**src/hdl/vtt_pkg.sv**
```systemverilog
// Shared types and constants for the brace-structured text tokeniser.
`timescale 1ns / 1ps

package vtt_pkg;

    localparam int MAX_EVENTS = 5;

    localparam logic [2:0] EV_START = 3'd0;
    localparam logic [2:0] EV_CHAR  = 3'd1;
    localparam logic [2:0] EV_END   = 3'd2;
    localparam logic [2:0] EV_OPEN  = 3'd3;
    localparam logic [2:0] EV_CLOSE = 3'd4;
    localparam logic [2:0] EV_EOI   = 3'd5;

    localparam logic [7:0] CH_TAB     = 8'h09;
    localparam logic [7:0] CH_LF      = 8'h0A;
    localparam logic [7:0] CH_CR      = 8'h0D;
    localparam logic [7:0] CH_SPACE   = 8'h20;
    localparam logic [7:0] CH_QUOTE   = 8'h22;
    localparam logic [7:0] CH_SLASH   = 8'h2F;
    localparam logic [7:0] CH_BSLASH  = 8'h5C;
    localparam logic [7:0] CH_LOWER_N = 8'h6E;
    localparam logic [7:0] CH_LOWER_T = 8'h74;
    localparam logic [7:0] CH_LBRACE  = 8'h7B;
    localparam logic [7:0] CH_RBRACE  = 8'h7D;

    typedef struct packed {
        logic [7:0] char_code;
        logic       final_char;
    } text_word_t;

    typedef struct packed {
        logic [2:0] event_kind;
        logic [7:0] out_char;
        logic       run_last;
    } event_word_t;

    typedef struct packed {
        logic [2:0] kind;
        logic [7:0] chr;
    } ev_t;

    typedef struct packed {
        logic [2:0]                 count;
        ev_t [MAX_EVENTS-1:0]       ev;
    } bundle_t;

endpackage

```
**src/hdl/vtt_front.sv**
```systemverilog
// Front end: accepts text bytes, tracks the lexer mode and builds each byte's event bundle.
`timescale 1ns / 1ps

module vtt_front (
    input  logic                clk,
    input  logic                rst_n,
    input  logic                text_valid,
    output logic                text_stall,
    input  vtt_pkg::text_word_t text_word,
    input  logic                full,
    output logic                push,
    output vtt_pkg::bundle_t    push_bundle
);
    import vtt_pkg::*;

    typedef enum logic [5:0] {
        MODE_IDLE    = 6'b000001,
        MODE_SLASH   = 6'b000010,
        MODE_COMMENT = 6'b000100,
        MODE_BARE    = 6'b001000,
        MODE_QUOTED  = 6'b010000,
        MODE_ESC     = 6'b100000
    } mode_t;

    mode_t mode_reg;
    mode_t mode_next;
    logic  accept;

    function automatic bundle_t add_ev(bundle_t b, logic [2:0] kind, logic [7:0] ch);
        bundle_t r;
        r = b;
        if (b.count < 3'(MAX_EVENTS))
        begin
            r.ev[b.count].kind = kind;
            r.ev[b.count].chr  = (kind == EV_CHAR) ? ch : 8'd0;
            r.count            = b.count + 3'd1;
        end
        return r;
    endfunction

    function automatic logic is_ws(logic [7:0] c);
        return (c == CH_SPACE) || ((c >= CH_TAB) && (c <= CH_CR));
    endfunction

    assign text_stall = full;
    assign accept     = text_valid && !full;

    always_comb
    begin
        logic [7:0] c;
        logic       fin;
        logic       run_bare;
        logic       run_idle;
        bundle_t    b;

        c        = text_word.char_code;
        fin      = text_word.final_char;
        run_bare = 1'b0;
        run_idle = 1'b0;
        b        = '0;
        mode_next = mode_reg;

        unique case (mode_reg)
            MODE_SLASH:
            begin
                if (c == CH_SLASH)
                begin
                    mode_next = MODE_COMMENT;
                end
                else if (c == CH_QUOTE && fin)
                begin
                    b = add_ev(b, EV_START, 8'd0);
                    b = add_ev(b, EV_CHAR, CH_SLASH);
                    b = add_ev(b, EV_END, 8'd0);
                    mode_next = MODE_IDLE;
                end
                else
                begin
                    b = add_ev(b, EV_START, 8'd0);
                    b = add_ev(b, EV_CHAR, CH_SLASH);
                    mode_next = MODE_BARE;
                    run_bare  = 1'b1;
                end
            end
            MODE_COMMENT:
            begin
                if (c == CH_LF)
                begin
                    mode_next = MODE_IDLE;
                end
            end
            MODE_BARE:
            begin
                run_bare = 1'b1;
            end
            MODE_QUOTED:
            begin
                if (c == CH_BSLASH)
                begin
                    if (fin)
                    begin
                        b = add_ev(b, EV_CHAR, CH_BSLASH);
                    end
                    else
                    begin
                        mode_next = MODE_ESC;
                    end
                end
                else if (c == CH_QUOTE)
                begin
                    b = add_ev(b, EV_END, 8'd0);
                    mode_next = MODE_IDLE;
                end
                else
                begin
                    b = add_ev(b, EV_CHAR, c);
                end
            end
            MODE_ESC:
            begin
                if (c == CH_QUOTE || c == CH_BSLASH)
                begin
                    b = add_ev(b, EV_CHAR, c);
                end
                else if (c == CH_LOWER_N)
                begin
                    b = add_ev(b, EV_CHAR, CH_LF);
                end
                else if (c == CH_LOWER_T)
                begin
                    b = add_ev(b, EV_CHAR, CH_TAB);
                end
                else
                begin
                    b = add_ev(b, EV_CHAR, CH_BSLASH);
                    b = add_ev(b, EV_CHAR, c);
                end
                mode_next = MODE_QUOTED;
            end
            default:
            begin
                mode_next = MODE_IDLE;
                run_idle  = 1'b1;
            end
        endcase

        if (run_bare)
        begin
            if (is_ws(c) || c == CH_LBRACE || c == CH_RBRACE || c == CH_QUOTE)
            begin
                b = add_ev(b, EV_END, 8'd0);
                mode_next = MODE_IDLE;
                run_idle  = 1'b1;
            end
            else
            begin
                b = add_ev(b, EV_CHAR, c);
            end
        end

        if (run_idle && !is_ws(c))
        begin
            priority if (c == CH_LBRACE)
            begin
                b = add_ev(b, EV_OPEN, 8'd0);
            end
            else if (c == CH_RBRACE)
            begin
                b = add_ev(b, EV_CLOSE, 8'd0);
            end
            else if (c == CH_QUOTE)
            begin
                b = add_ev(b, EV_START, 8'd0);
                mode_next = MODE_QUOTED;
            end
            else if (c == CH_SLASH)
            begin
                mode_next = MODE_SLASH;
            end
            else
            begin
                b = add_ev(b, EV_START, 8'd0);
                b = add_ev(b, EV_CHAR, c);
                mode_next = MODE_BARE;
            end
        end

        if (fin)
        begin
            if (mode_next == MODE_BARE || mode_next == MODE_QUOTED || mode_next == MODE_ESC)
            begin
                b = add_ev(b, EV_END, 8'd0);
            end
            else if (mode_next == MODE_SLASH)
            begin
                b = add_ev(b, EV_START, 8'd0);
                b = add_ev(b, EV_CHAR, CH_SLASH);
                b = add_ev(b, EV_END, 8'd0);
            end
            b = add_ev(b, EV_EOI, 8'd0);
            mode_next = MODE_IDLE;
        end

        push_bundle = b;
    end

    assign push = accept && (push_bundle.count != 3'd0);

    always_ff @(posedge clk or negedge rst_n)
    begin
        if (!rst_n)
        begin
            mode_reg <= MODE_IDLE;
        end
        else if (accept)
        begin
            mode_reg <= mode_next;
        end
    end

endmodule

```
**src/hdl/vtt_queue.sv**
```systemverilog
// Short bundle queue between the front and back ends.
`timescale 1ns / 1ps

module vtt_queue #(
    parameter int DEPTH = 2
) (
    input  logic             clk,
    input  logic             rst_n,
    input  logic             push,
    input  vtt_pkg::bundle_t push_bundle,
    output logic             full,
    input  logic             pop,
    output vtt_pkg::bundle_t head,
    output logic             empty
);
    import vtt_pkg::*;

    localparam int PW = (DEPTH > 1) ? $clog2(DEPTH) : 1;
    localparam int CW = $clog2(DEPTH + 1);

    bundle_t         slot_reg [DEPTH];
    logic [PW-1:0]   wr_ptr_reg;
    logic [PW-1:0]   wr_ptr_next;
    logic [PW-1:0]   rd_ptr_reg;
    logic [PW-1:0]   rd_ptr_next;
    logic [CW-1:0]   count_reg;
    logic [CW-1:0]   count_next;

    assign full  = (count_reg == CW'(DEPTH));
    assign empty = (count_reg == '0);
    assign head  = slot_reg[rd_ptr_reg];

    always_comb
    begin
        wr_ptr_next = wr_ptr_reg;
        rd_ptr_next = rd_ptr_reg;
        count_next  = count_reg;
        if (push)
        begin
            wr_ptr_next = (wr_ptr_reg == PW'(DEPTH - 1)) ? '0 : wr_ptr_reg + PW'(1);
        end
        if (pop)
        begin
            rd_ptr_next = (rd_ptr_reg == PW'(DEPTH - 1)) ? '0 : rd_ptr_reg + PW'(1);
        end
        if (push && !pop)
        begin
            count_next = count_reg + CW'(1);
        end
        else if (pop && !push)
        begin
            count_next = count_reg - CW'(1);
        end
    end

    always_ff @(posedge clk)
    begin
        if (push)
        begin
            slot_reg[wr_ptr_reg] <= push_bundle;
        end
    end

    always_ff @(posedge clk or negedge rst_n)
    begin
        if (!rst_n)
        begin
            wr_ptr_reg <= '0;
            rd_ptr_reg <= '0;
            count_reg  <= '0;
        end
        else
        begin
            wr_ptr_reg <= wr_ptr_next;
            rd_ptr_reg <= rd_ptr_next;
            count_reg  <= count_next;
        end
    end

endmodule

```
**src/hdl/vtt_back.sv**
```systemverilog
// Back end: walks each queued bundle and issues one event word per cycle while event_stall is low.
`timescale 1ns / 1ps

module vtt_back (
    input  logic                 clk,
    input  logic                 rst_n,
    input  vtt_pkg::bundle_t     head,
    input  logic                 empty,
    output logic                 pop,
    output logic                 event_valid,
    input  logic                 event_stall,
    output vtt_pkg::event_word_t event_word
);
    import vtt_pkg::*;

    logic [2:0]  idx_reg;
    logic [2:0]  idx_next;
    logic        valid_reg;
    logic        valid_next;
    event_word_t word_reg;
    event_word_t word_next;
    logic        load;
    logic        last;
    ev_t         cur;

    assign load = !empty && (!valid_reg || !event_stall);
    assign cur  = head.ev[idx_reg];
    assign last = (idx_reg == head.count - 3'd1);
    assign pop  = load && last;

    always_comb
    begin
        idx_next   = idx_reg;
        valid_next = valid_reg && event_stall;
        word_next  = word_reg;
        if (load)
        begin
            valid_next           = 1'b1;
            word_next.event_kind = cur.kind;
            word_next.out_char   = cur.chr;
            word_next.run_last   = last;
            idx_next             = last ? 3'd0 : idx_reg + 3'd1;
        end
    end

    always_ff @(posedge clk)
    begin
        word_reg <= word_next;
    end

    always_ff @(posedge clk or negedge rst_n)
    begin
        if (!rst_n)
        begin
            idx_reg   <= '0;
            valid_reg <= 1'b0;
        end
        else
        begin
            idx_reg   <= idx_next;
            valid_reg <= valid_next;
        end
    end

    assign event_valid = valid_reg;
    assign event_word  = word_reg;

endmodule

```
**src/hdl/vdf_text_tokenizer.sv**
```systemverilog
// Top level of the brace-structured key/value text tokeniser.
`timescale 1ns / 1ps

// Takes one text byte per word and returns its lexical events (string start,
// string character, string end, open brace, close brace, end of input), one
// event per word, with run_last set on the final event of each byte. The front
// end accepts one byte every cycle while the bundle queue has room; a byte
// yields zero to five events, and the back end issues one event per cycle from
// its output register while event_stall is low, and bytes giving no event are
// never queued. The first event of a byte is written into the bundle queue and
// then into the back end's output register before it is presented.
module vdf_text_tokenizer #(
    parameter int QUEUE_DEPTH = 2
) (
    input  logic                 clk,
    input  logic                 rst_n,
    input  logic                 text_valid,
    output logic                 text_stall,
    input  vtt_pkg::text_word_t  text_word,
    output logic                 event_valid,
    input  logic                 event_stall,
    output vtt_pkg::event_word_t event_word
);
    import vtt_pkg::*;

    logic    full;
    logic    empty;
    logic    push;
    logic    pop;
    bundle_t push_bundle;
    bundle_t head;

    vtt_front u_front (
        .clk         (clk),
        .rst_n       (rst_n),
        .text_valid  (text_valid),
        .text_stall  (text_stall),
        .text_word   (text_word),
        .full        (full),
        .push        (push),
        .push_bundle (push_bundle)
    );

    vtt_queue #(
        .DEPTH (QUEUE_DEPTH)
    ) u_queue (
        .clk         (clk),
        .rst_n       (rst_n),
        .push        (push),
        .push_bundle (push_bundle),
        .full        (full),
        .pop         (pop),
        .head        (head),
        .empty       (empty)
    );

    vtt_back u_back (
        .clk         (clk),
        .rst_n       (rst_n),
        .head        (head),
        .empty       (empty),
        .pop         (pop),
        .event_valid (event_valid),
        .event_stall (event_stall),
        .event_word  (event_word)
    );

endmodule

```
**config.mk**
```make
export PLATFORM = sky130hd
export DESIGN_NAME = vdf_text_tokenizer
export DESIGN_NICKNAME = d
export VERILOG_FILES = /design/src/hdl/vtt_pkg.sv /design/src/hdl/vtt_front.sv /design/src/hdl/vtt_queue.sv /design/src/hdl/vtt_back.sv /design/src/hdl/vdf_text_tokenizer.sv
export SDC_FILE = /design/constraint.sdc
export NUM_CORES = 1
export LEC_CHECK = 0
export BUFFER_PORTS_ARGS = -buffer_cell sky130_fd_sc_hd__buf_4
export CAP_MARGIN = 20
export CORE_MARGIN = 1.5
export CORE_UTILIZATION = 23
export CTS_BUF_LIST = sky130_fd_sc_hd__clkbuf_8 sky130_fd_sc_hd__clkbuf_16
export DETAILED_ROUTE_END_ITERATION = 7
export PLACE_DENSITY = 0.47
export RECOVER_POWER = 25
export SLEW_MARGIN = 20
export SYNTH_ARGS = -nofsm -noshare
export SYNTH_HDL_FRONTEND = slang
export SYNTH_SLANG_ARGS = --single-unit
```
**constraint.sdc**
```tcl
create_clock -name clk -period 14.1 [get_ports clk]
set_clock_uncertainty 0.2 [all_clocks]
set_input_delay 1.41 -clock clk [delete_from_list [all_inputs] [get_ports clk]]
set_output_delay 1.41 -clock clk [all_outputs]
set_load 0.02 [all_outputs]
```
# Word-level counts from Yosys, hierarchy flattened
# Memories as Yosys holds them, arrays and structs flattened.
# Cells that the tools add are included.
# totals
memories	1
word_cells	297
inputBits	13
mem_bits_rw	116
ff_bits	26
# classes
n_addsub	17
n_lt_le_gt_ge	36
n_reduce_logical	40
n_mux	174
n_eq_ne	20
# memory_table
memory	depth	word_bits	rd	rd_ports_with_merged_regs	write_ports	line_no	rtl
u_queue.slot_reg	2	58	1	0	1	vtt_queue.sv:21	bundle_t slot_reg [DEPTH];
# ops
op	count
58-bit 2-to-1 mux	46
55-bit bitwise mux	30
11-bit demux with 3-bit select	22
11-bit 2-to-1 mux	22
58-bit one-hot mux with 3 select lines	1
8-bit 2-to-1 mux	11
6-bit 2-to-1 mux	12
56-bit 2-to-1 mux	1
3-bit by 4-bit < comparator with 1-bit output (second input constant)	12
8-bit by 7-bit equality test with 1-bit output (second input constant)	5
3-bit by 1-bit adder with 3-bit output (second input constant)	12
11-bit binary-select mux with 3-bit select	1
3-bit by 1-bit greater-or-equal comparator with 1-bit output (second input constant)	11
3-bit < comparator (second input constant)	11
3-bit 2-to-1 mux	11
6-bit one-hot mux with 5 select lines	1
8-bit by 6-bit equality test with 1-bit output (second input constant)	3
1-bit logical AND	21
6-bit by 2-bit equality test with 1-bit output (second input constant)	2
6-bit by 4-bit equality test with 1-bit output (second input constant)	2
6-bit by 5-bit equality test with 1-bit output (second input constant)	2
6-bit equality test (second input constant)	2
1-bit 2-to-1 mux	10
10-bit 2-to-1 mux	1
19 further kinds	35

# Depth between registers and ports, before layout
# logic_depth
depth_word	102
ltp_mapped	42
mapped_depth_nobuf	37

# Cells and area by module
# Synthesis repeated with hierarchy kept, for this count alone.
# unflattened
hier_cells	733
hier_area_um2	8466.9
# modules_own_cells
module	cells_each	instances	area_each_um2	seq_area_each_um2
vtt_queue	197	1	4418.0	3583.4
vtt_front	449	1	2979.1	151.4
vtt_back	87	1	1069.8	460.4

# Worst setup path after synthesis
# Ideal clock, no wire load.
# synth_timing
path_kind	input to register
from	in text_word[2] (netlist bit)
to	mem u_queue.slot_reg[0][0] (netlist bit), enable pin
stages	36
t_required_ns	13.419
arrival_ns	10.464
path_buffers	4
slack_ns	2.955
setup_time_ns	0.481
path_cell_list	buf_2 > or3b_1 > or3_1 > a21oi_1 > nand2_1 > and3_1 > ha_1 > a2bb2oi_2 > ha_1 > o21a_1 > ha_1 > a21oi_1 > nand2_1 > o32ai_1 > a31o_1 > buf_6 > inv_4 > ha_1 > clkbuf_1 > o21ai_0 > o21ai_0 > ha_1 > inv_1 > a21oi_1 > nor2_1 > inv_1 > ha_1 > and4_1 > o21ai_0 > o21ai_0 > a41o_1 > clkbuf_1 > a211o_1 > a31oi_1 > o41a_1 > nor2b_1
# synth_lines
element	line_no	rtl
start, declared	vdf_text_tokenizer.sv:19	input vtt_pkg::text_word_t text_word,
end, declared	vtt_queue.sv:21	

==> flow_metrics.env <==
export IMPL_period_needed_ns=11.43
export IMPL_io_pin_count=27
export IMPL_crit_path_max_fanout=50
export IMPL_grt_overflow_total=0
export IMPL_hold_buffers=0
export IMPL_drt_wirelength_per_cell_um=19.23
export IMPL_cp_required_ns=13.95
export IMPL_rsz0062_at_grt="false"
export IMPL_setup_ws_ns=2.669
export IMPL_drv_slew=33
export IMPL_synth_edff_count=128
export IMPL_fp_dieW_um=190.0
export IMPL_finalHoldViolations=0
export IMPL_grt_max_degree=51
export IMPL_fin_setup_tns_ns=0
export IMPL_clock_sinks=142
export IMPL_std_cell_rows=68
export IMPL_dp_cells=1158
export IMPL_n_antenna_cell=0
export IMPL_pre_cts_slack_ns=3.811
export IMPL_ant_nets=0
export IMPL_gp_congestion=0.8841
export IMPL_holdCritPathClass="flip-flop to flip-flop"
export IMPL_violations="max-capacitance violations, max-slew violations"
export IMPL_cts_tree="done"
export IMPL_numCtsBuffers=17
export IMPL_htree_levels=4
export IMPL_final_common_cell="edfxtp_1"
export IMPL_setup_worst_path_end_class="flip-flop"
export IMPL_post_cts_buffers=0
export IMPL_cpMostUsedCell="ha_1"
export IMPL_drive_above_1_share_pct=12.24
export IMPL_grt_use_total_pct=13.01
export IMPL_start_util_pct=23.34
export IMPL_synthCells=697
export IMPL_setup_viol=0
export IMPL_slew_headroom_pct=-38.74
export IMPL_core_mm2=0.03446
export IMPL_dp_hpwl_um=16590
export IMPL_avgSynthCellArea_um2=11.54
export IMPL_viasPerCell=5.024
export IMPL_arrival_ns=11.28
export IMPL_cts_resized=0
export IMPL_syn2layout_area_growth_pct=14.64
export IMPL_synth_warnings=0
export IMPL_clock_fmax_mhz=87.48
export IMPL_crit_type="primary input to flip-flop"
export IMPL_root_buffer="clkbuf_16"
export IMPL_cap_violations=2
export IMPL_most_common_layout_cells="edfxtp_1 (128), nand2_1 (67), nor2_1 (55)"
export IMPL_period_share_pct=81.07
export IMPL_grt_pass1_vias=5710
export IMPL_start_kind="primary input"
export IMPL_yosysSeqAreaShare_pct=52.15
export IMPL_port_buffers=26
export IMPL_grt_pass1_wl_um=35250
export IMPL_num_vias=5978
export IMPL_async_reset_ff_share_pct=9.859
export IMPL_clk_path_buf_depth=2
export IMPL_path_clk_slew_ns=0.06
export IMPL_drc=0
export IMPL_final_cells=1190
export IMPL_whs_ns=0.2861
export IMPL_largest_reg_flops=116
export IMPL_drtIter0Drc=781
export IMPL_wirelength_um=22880
export IMPL_status="complete, but fails checks"
export IMPL_slowest_delay_ns=1.39
export IMPL_synth_main_ff_cell="edfxtp_1"
export IMPL_die_height_um=190.0
export IMPL_synthesis_area_mm2=0.008044
export IMPL_die_area_mm2=0.03610
export IMPL_yosys_register_bits=142
export IMPL_nets=748
export IMPL_worstMarginPinSlew_ns=2.081
export IMPL_synth_cell_types=89
export IMPL_antenna_found_initial=0
export IMPL_critical_path_slowest_cell="a2111oi_0"
export IMPL_insertion_delay_ns=0.43
export IMPL_dr_pass1_iters=6
==> cells by family after synthesis <==
logic type,Yosys count,share of synthesized area (%)
simple gates,234,14.81
other cells,1,0.04662
fa+ha+maj,13,2.022
xor+xnor,10,1.089
compound gates,187,17.27
buf+inv,62,3.204
flops,142,52.15
mux,48,9.411
==> layer usage <==
metal / global-route usage (%) / share of wire [%] / vias up
met5: 0 / 0 / -
met4: 3.480 / 1.8 / 0
met3: 2.269 / 4.8 / 24
met2: 20.06 / 45 / 215
met1: 18.68 / 49 / 2968
li1: - / - / 2771
==> critical path: cells and delay by family <==
family / cells / cell delay [ns]
AOI/OAI and AO/OA: 15 / 4.63
adders and majority gates: 6 / 1.93
and+or+nand+nor: 7 / 1.67
buffers and inverters: 5 / 1.57
==> Yosys cell counts, drive strengths merged (6+ instances only) <==
| cell | instances | share of area, % |
|---|---|---|
| nand2b | 8 | 0.62 |
| and3 | 10 | 0.78 |
| nand4 | 9 | 0.70 |
| buf | 18 | 1.1 |
| nor3 | 21 | 1.4 |
| nand3 | 11 | 0.68 |
| or3 | 11 | 0.86 |
| clkbuf | 24 | 1.1 |
| dfrtp | 13 | 4.0 |
| nand2 | 67 | 3.1 |
| nor2 | 55 | 2.6 |
| o31ai | 6 | 0.56 |
| ha | 13 | 2.0 |
| o22ai | 22 | 1.8 |
| o21ai | 32 | 2.0 |
| mux4 | 22 | 6.2 |
| edfxtp | 128 | 48 |
| a31oi | 7 | 0.54 |
| a21oi | 39 | 2.4 |
| inv | 19 | 0.92 |
| a211oi | 6 | 0.78 |
| and2 | 8 | 0.62 |
| nor4 | 6 | 0.47 |
| mux2i | 25 | 3.1 |
==> final timing paths <==
path	to	slack, ns	cells past startpoint	from
setup / recovery	u_queue.slot_reg[1][31]$_DFFE_PP_	2.67	33	text_word[5]
hold / removal	u_back.event_valid$_DFF_PN0_	0.29	2	u_back.event_valid$_DFF_PN0_
setup reg to reg	u_queue.slot_reg[1][31]$_DFFE_PP_	3.18	32	u_front.mode_reg[1]$_DFFE_PN0P_
hold reg to reg	u_back.event_valid$_DFF_PN0_	0.29	2	u_back.event_valid$_DFF_PN0_
max in group asynchronous	u_front.mode_reg[5]$_DFFE_PN0P_	12.13	1	rst_n
min in group asynchronous	u_front.mode_reg[1]$_DFFE_PN0P_	0.94	1	rst_n
==> per-stage QoR <==
stage               instance area [um^2]  util [%]
global placement                    8747     25.38
CTS                                 9343     27.11
global route                        9221     26.76
detailed placement                  8747     25.38
finish                              9221     26.76
floorplan                           8100         -
==> layout make-up <==
type	instances	area [um^2]
fillers	3598	25240
flip-flops and latches	142	4195
multi-input cells	508	3605
well taps	455	569.3
clock buffers	17	425.4
repair buffers	33	180.2
clock inverters	15	170.2
inverters	20	76.32
Power is not shown: default switching activity piles up to over one toggle a cycle in this logic, so the estimate is an artifact.
